<file path="src/sv/cau_pkg.sv">
// ---------------------------------------------------------------------------
// Complex arithmetic unit package
// Operation codes, default widths and shared pipeline types.
// ---------------------------------------------------------------------------
package cau_pkg;

   localparam int DATA_WIDTH_DEF = 16;
   localparam int FRAC_BITS_DEF  = 8;
   localparam int OP_W           = 4;

   typedef enum logic [OP_W-1:0] {
      OP_ADD  = 4'd0,
      OP_SUB  = 4'd1,
      OP_MUL  = 4'd2,
      OP_DIV  = 4'd3,
      OP_NEG  = 4'd4,
      OP_CONJ = 4'd5,
      OP_MOD  = 4'd6,
      OP_EQ   = 4'd7,
      OP_INC  = 4'd8,
      OP_DEC  = 4'd9
   } op_type;

   typedef enum logic [1:0] {
      KIND_DIRECT = 2'd0,
      KIND_DIV    = 2'd1,
      KIND_SQRT   = 2'd2
   } kind_type;

   typedef struct packed {
      logic     valid;
      kind_type kind;
      logic     is_equal;
      logic     dz;
   } ctl_type;

endpackage

</file>
<file path="src/sv/cau_cell.sv">
// ---------------------------------------------------------------------------
// Complex arithmetic unit cell
// One restoring step for both quotients and the square root; hands on.
// ---------------------------------------------------------------------------
module cau_cell #(
   parameter int NW   = 34,
   parameter int QW   = 42,
   parameter int STEP = 0
) (
   input  logic                 clock,
   input  logic                 reset,
   input  logic                 enable,
   input  cau_pkg::ctl_type     ctl_i,
   input  logic signed [NW-1:0] re_i,
   input  logic signed [NW-1:0] im_i,
   input  logic [QW-1:0]        qa_i,
   input  logic [QW-1:0]        ra_i,
   input  logic [QW-1:0]        qb_i,
   input  logic [QW-1:0]        rb_i,
   input  logic                 neg_re_i,
   input  logic                 neg_im_i,
   input  logic [NW-1:0]        den_i,
   output cau_pkg::ctl_type     ctl_o,
   output logic signed [NW-1:0] re_o,
   output logic signed [NW-1:0] im_o,
   output logic [QW-1:0]        qa_o,
   output logic [QW-1:0]        ra_o,
   output logic [QW-1:0]        qb_o,
   output logic [QW-1:0]        rb_o,
   output logic                 neg_re_o,
   output logic                 neg_im_o,
   output logic [NW-1:0]        den_o
);

   // Division: qa holds numerator bits shifting in, ra the remainder.
   // Square root (qb/rb unused): ra remainder, qa root, den the radicand.
   localparam int SH = QW - 1 - STEP;
   localparam int RS = (NW / 2) - 1 - STEP;

   logic [QW-1:0] qa_in, ra_in, qb_in, rb_in, t, tb, trial;
   logic [QW:0] tr;

   always_comb begin
      qa_in = qa_i;
      ra_in = ra_i;
      qb_in = qb_i;
      rb_in = rb_i;
      t = '0;
      tb = '0;
      trial = '0;
      tr = '0;
      if (ctl_i.kind == cau_pkg::KIND_DIV) begin
         t = {ra_i[QW-2:0], qa_i[SH]};
         if (t >= QW'(den_i)) begin
            ra_in = t - QW'(den_i);
            qa_in[SH] = 1'b1;
         end else begin
            ra_in = t;
            qa_in[SH] = 1'b0;
         end
         tb = {rb_i[QW-2:0], qb_i[SH]};
         if (tb >= QW'(den_i)) begin
            rb_in = tb - QW'(den_i);
            qb_in[SH] = 1'b1;
         end else begin
            rb_in = tb;
            qb_in[SH] = 1'b0;
         end
      end else if (ctl_i.kind == cau_pkg::KIND_SQRT && RS >= 0) begin
         // Remainder takes the next two radicand bits.
         t = (ra_i << 2) | QW'((den_i >> (2 * (RS >= 0 ? RS : 0))) & NW'(3));
         trial = (qa_i << 2) | QW'(1);
         tr = {1'b0, t} - {1'b0, trial};
         if (!tr[QW]) begin
            ra_in = tr[QW-1:0];
            qa_in = (qa_i << 1) | QW'(1);
         end else begin
            ra_in = t;
            qa_in = qa_i << 1;
         end
      end
   end

   always_ff @(posedge clock) begin
      if (reset) begin
         ctl_o.valid <= 1'b0;
      end else if (enable) begin
         ctl_o.valid <= ctl_i.valid;
      end
      if (enable) begin
         ctl_o.kind     <= ctl_i.kind;
         ctl_o.is_equal <= ctl_i.is_equal;
         ctl_o.dz       <= ctl_i.dz;
         re_o     <= re_i;
         im_o     <= im_i;
         qa_o     <= qa_in;
         ra_o     <= ra_in;
         qb_o     <= qb_in;
         rb_o     <= rb_in;
         neg_re_o <= neg_re_i;
         neg_im_o <= neg_im_i;
         den_o    <= den_i;
      end
   end

endmodule

</file>
<file path="config.mk">
export PLATFORM = sky130hd
export DESIGN_NAME = cau_cell
export DESIGN_NICKNAME = d
export VERILOG_FILES = /design/src/sv/cau_pkg.sv /design/src/sv/cau_cell.sv
export SDC_FILE = /design/constraint.sdc
export NUM_CORES = 1
export LEC_CHECK = 0
export ABC_CLOCK_PERIOD_IN_PS = 3900
export BUFFER_PORTS_ARGS = -buffer_cell sky130_fd_sc_hd__clkbuf_2
export CAP_MARGIN = 30
export CORE_AREA = 2 2 217 219
export DETAILED_ROUTE_END_ITERATION = 12
export DIE_AREA = 0 0 219 221
export PLACE_DENSITY = 0.61
export SYNTH_ARGS = -nofsm -noshare
export SYNTH_HDL_FRONTEND = slang
export SYNTH_SLANG_ARGS = --single-unit
</file>
<file path="constraint.sdc">
create_clock -name clock -period 3.9 [get_ports clock]
set_input_delay 0 -clock clock [delete_from_list [all_inputs] [get_ports clock]]
set_output_delay 0 -clock clock [all_outputs]
set_load 0.02 [all_outputs]
</file>
Word level (Yosys, flattened, before mapping)
Index checks and enable logic that the tools add are counted.
Word-level totals
  output and inout port bits: 277
  logic and storage cells: 34
  input port bits: 280
  bits in registers: 277
Operators by class
  mux-type cells: 13
  equal/unequal tests: 2
  bitwise operators: 1
  order comparisons: 2
  add/subtract/negate cells: 3
Operators by type and width (number)
  $mux 42: 7
  $ge 42x34->1: 2
  $sub 42x34->42: 2
  $sub 42x42->43: 1
  $or 42x2->42: 1
  $mux 41: 1
  $mux 1: 5
  $eq 2x1->1 const B: 1
  $eq 2x2->1 const B: 1

Longest topological paths before layout
  depth in word-level cells: 5
  depth in mapped cells: 17
  mapped depth without buffers: 15

Worst setup path after synthesis
OpenSTA, ideal clock, no wires.
  path type: input -> register
  start: input qb_i[41]
  end: register rb_o[32], data pin
  buffers on the path: 3
  slack: 0.841 ns
  data arrival time: 2.790 ns
  setup time: 0.269 ns
  cell stages on the path: 16
  required time: 3.631 ns
  path through: inv_1 > ha_1 > inv_1 > fa_1 > a21o_1 > a221o_1 > a31oi_4 > a21oi_1 > a2111oi_2 > a2111oi_1 > or3_1 > buf_2 > buf_6 > buf_6 > mux2i_1 > a21oi_1
On the way
  cells in the longest elaborated chain, start to end: 3
  elaborated cells on any way between the ends: 4
  classes of those cells: add/sub (1); order compare (1); mux (2)
Ends and longest elaborated chain
  from (decl): line cau_cell.sv:18  | input logic [QW-1:0] qb_i,
  $sub 42x34->42 / $ge 42x34->1 (equally long branches): line cau_cell.sv:63, cau_cell.sv:62
  $mux 42 *: line cau_cell.sv:62  | if (tb >= QW'(den_i)) begin
  $mux 42 *: line cau_cell.sv:52  | if (ctl_i.kind == cau_pkg::KIND_DIV) begin
  named net rb_in[32]: line cau_cell.sv:40  | logic [QW-1:0] qa_in, ra_in, qb_in, rb_in, t, tb, trial;
  to (signal assigned): line cau_cell.sv:99  | rb_o <= rb_in;
  to (decl): line cau_cell.sv:29  | output logic [QW-1:0] rb_o,
The timed path passes the listed nets; every way through them passes the cells marked *.
A chain may end at the register's enable or synchronous reset.

Worst setup path in the final report
  start: input qb_i[41]
  end: register rb_o[38], data pin
The elaborated chain is that of the path after synthesis.

==> metrics <==
status complete, no violations; crit share post-route 0.980; CP Launch Type input pin; Main synth FF type edfxtp_1; Net Switching 3.08 mW; Setup-failing EPs final 0; die area 48400 um2; Worst slew margin 0.532; Area growth syn-to-layout 42.9%; Hold WC Path Type input pin to flop; vias in the first global route 17100; fillcell total 4116; fin crit period 3.82 ns; total global-route track usage 0.256; synthesized area 17700 um2; Synth Area in Simple Gates 0.120; Worst Path Max Fanout 4; clk slew on worst S/H paths 0.06 ns; CP delay by family, top compound AO/OA/AOI/OAI gates; Yosys cell types 84; Port Buffer Count 556; area occupied by multi-input gates 8720 um2; top cells by area, synth edfxtp_1 (47%), ha_1 (7.7%), nand2_1 (4.6%), a21oi_1 (4.5%), o21ai_0 (4.4%); DR iter-0 viols 1129; crit-path max cell delay 0.58 ns; Post-Synth Adder-Cell Area 0.0793; Fin. Hold Viols 0; Core ar. 46100 um2; Synth area leader edfxtp_1; drt via density 5.29; drt first pass iters 5; Root Driver clkbuf_16; main combinational cell family by area after synthesis compound AO/OA/AOI/OAI gates; Setup CP Type input pin to flop; WL per Instance 19.8 um; HPWL after DPL 47400 um; share of layout cells above drive strength 1 0.257; xor/xnor share of the synthesized area 0.0569; total wire length 64300 um; Leakage 11.2 nW; register bit total from synthesis 277; initial antenna violation count 7; Final Skew 0 ns; EDFF count, synth 276; f_max 262 MHz; chip width 219 um; Pwr Density 381 nW/um2; mux cell area share after synthesis 0.0210; register area share after synthesis 0.469; Max VDD drop 0.000350 V; FFs w/ async S/R, synth 0; global-route wire length before repair 96400 um; crit path max-delay cell type dlygate4sd3_1; Die H 221 um; clock tree buffer depth 3; Seq pwr share 0.385; Slew Viols, Final 0; WHS 0.0359 ns; ANT nets after route 0; count leader, synth edfxtp_1; CTS tree done; WP data required 4.19 ns; DRC viols 0; Worst Tran Pin Value 0.695 ns; Num CTS Buffers 34; Clock Latency Late Sink 0.54 ns; switch share 0.319; site row count 79; max-cap violation count 0; Combinational Power Share 0.286; largest net degree at the start of global routing 101; clock network power share 0.329; Arr. time, crit path 4.11 ns; cell count after synthesis 1778; gp weighted congestion 0.912; gr ovfl total 0; Internal 6.57 mW; register area 8310 um2; top cell type's share of synthesized area 0.468; TNS Setup 0 ns; Top Ports 557; Num Clock Sinks 277; via count 17200; CP Capture Type flop; Worst Path Buf+Inv 5; Clock H-tree levels 2; nets 3001; post-layout power 9.64 mW; starting density of the core 0.384; Core Util, Final 0.549; post-synthesis compound-gate area fraction 0.210; yosys synthesis warning count 0; Syn Nets 2169; crit path cell chain dlygate4sd3_1 > clkbuf_2 > inv_1 > ha_1 > inv_1 > fa_2 > a21o_1 > a221o_1 > a31oi_4 > a21oi_4 > a2111oi_4 > a2111oi_4 > or3b_4 > nor2_2 > xnor2_1 > o21ai_1 > dlygate4sd3_1; synth cell count leaders edfxtp_1 (276), nand2_1 (218), a21oi_1 (158), o21ai_0 (156), ha_1 (109); Syn Area/Cell 9.95 um2
## placed cells by master (no fill, tap or decap), types with 15 or more instances in the layout
master,netlist,layout
ha_1,109,109
a21oi_1,158,156
nor3_1,22,22
nand2b_1,20,19
nand3_1,28,28
xnor2_1,61,61
buf_4,6,24
a21o_1,50,50
nand4_1,17,17
a31oi_1,17,17
edfxtp_1,276,276
o21ai_0,156,156
xor2_1,54,54
clkbuf_16,0,36
nand2_1,218,217
mux2i_1,36,36
o22ai_1,15,15
dlygate4sd3_1,0,291
o21ai_1,32,31
clkbuf_2,0,554
o211ai_1,28,28
nor2_1,98,96
inv_1,102,102
a211oi_1,26,25
## worst register-to-register path, cell delays in order, from the launching register on
cell           delay (ns)
dfxtp_1              0.31
mux2i_1              0.12
nor2_1               0.05
dlygate4sd3_1        0.55
## power groups by stage
stage / clock, mW / sequential [mW] / combinational [mW]
finish: 3.17 / 3.71 / 2.76
global route: 3.36 / 3.73 / 3.00
CTS: 3.25 / 3.71 / 2.72
detailed placement: 0 / 3.76 / 2.46
floorplan: 0 / 4.10 / 1.21
global placement: 0 / 3.76 / 2.44
## logic make-up after synthesis
kind of cell,after synthesis
AOI/OAI and AO/OA,587
and+or+nand+nor,468
DFF,277
buffers and inverters,183
xor gates and xnor gates,115
adders and majority gates,111
muxes,37
## flip-flops by register name, indices dropped and copies added, names as in the netlist
register / count
qa_o: 42
ctl_o: 5
neg_re_o: 1
ra_o: 42
rb_o: 42
neg_im_o: 1
im_o: 34
den_o: 34
re_o: 34
qb_o: 42
## final cells by class
cell class | count | share of cell area
multi-input combinational | 1318 | 0.345
sequential | 277 | 0.329
timing repair buffer | 876 | 0.237
clock buffer | 40 | 0.0354
tap | 607 | 0.0300
inverter | 103 | 0.0153
clock inverter | 19 | 0.00802
antenna | 6 | 0.000594
## path summary, 6_finish.rpt
kind                            startpoint  endpoint  slack (ns)  cells after the start
worst min-delay path              ra_i[22]  ra_o[22]        0.04                      3
worst max-delay path              qb_i[41]  rb_o[38]        0.08                     17
worst min register to register    ctl_o[4]  ctl_o[4]        1.05                      3
worst max register to register    ctl_o[4]  ctl_o[4]        2.76                      3
## stage by stage
| step | cells | setup slack, ns | cell area, um2 |
|---|---|---|---|
| 3_5_place_dp | 2886 | 0.311 | 21100 |
| 5_1_grt | 3245 | -0.0205 | 25300 |
| 4_1_cts | 3236 | 0.0230 | 25100 |
| 6_report | 3246 | 0.0776 | 25300 |
| 3_3_place_gp | 2886 | 0.358 | 21100 |
| 2_1_floorplan | 1778 | 0.841 | 17700 |
## repair_timing
item | in CTS | in global routing
buffers inserted | 0 | 3
hold buffers | 291 | 0
hold endpoints to repair | 314 | 0
endpoints found under the setup margin | 0 | 5
gates resized for setup | 0 | 16
## layer usage
layer / track usage / share of wire / routed length [um] / vias to the layer above
met1: 0.311 / 0.40 / 25600 / 8071
met2: 0.449 / 0.50 / 31900 / 677
met5: 0 / 0.00012 / 8 / -
met3: 0.0511 / 0.072 / 4650 / 126
met4: 0.0894 / 0.034 / 2190 / 2
li1: - / - / - / 8281
Note: power is estimated with default switching activity, not from simulation.
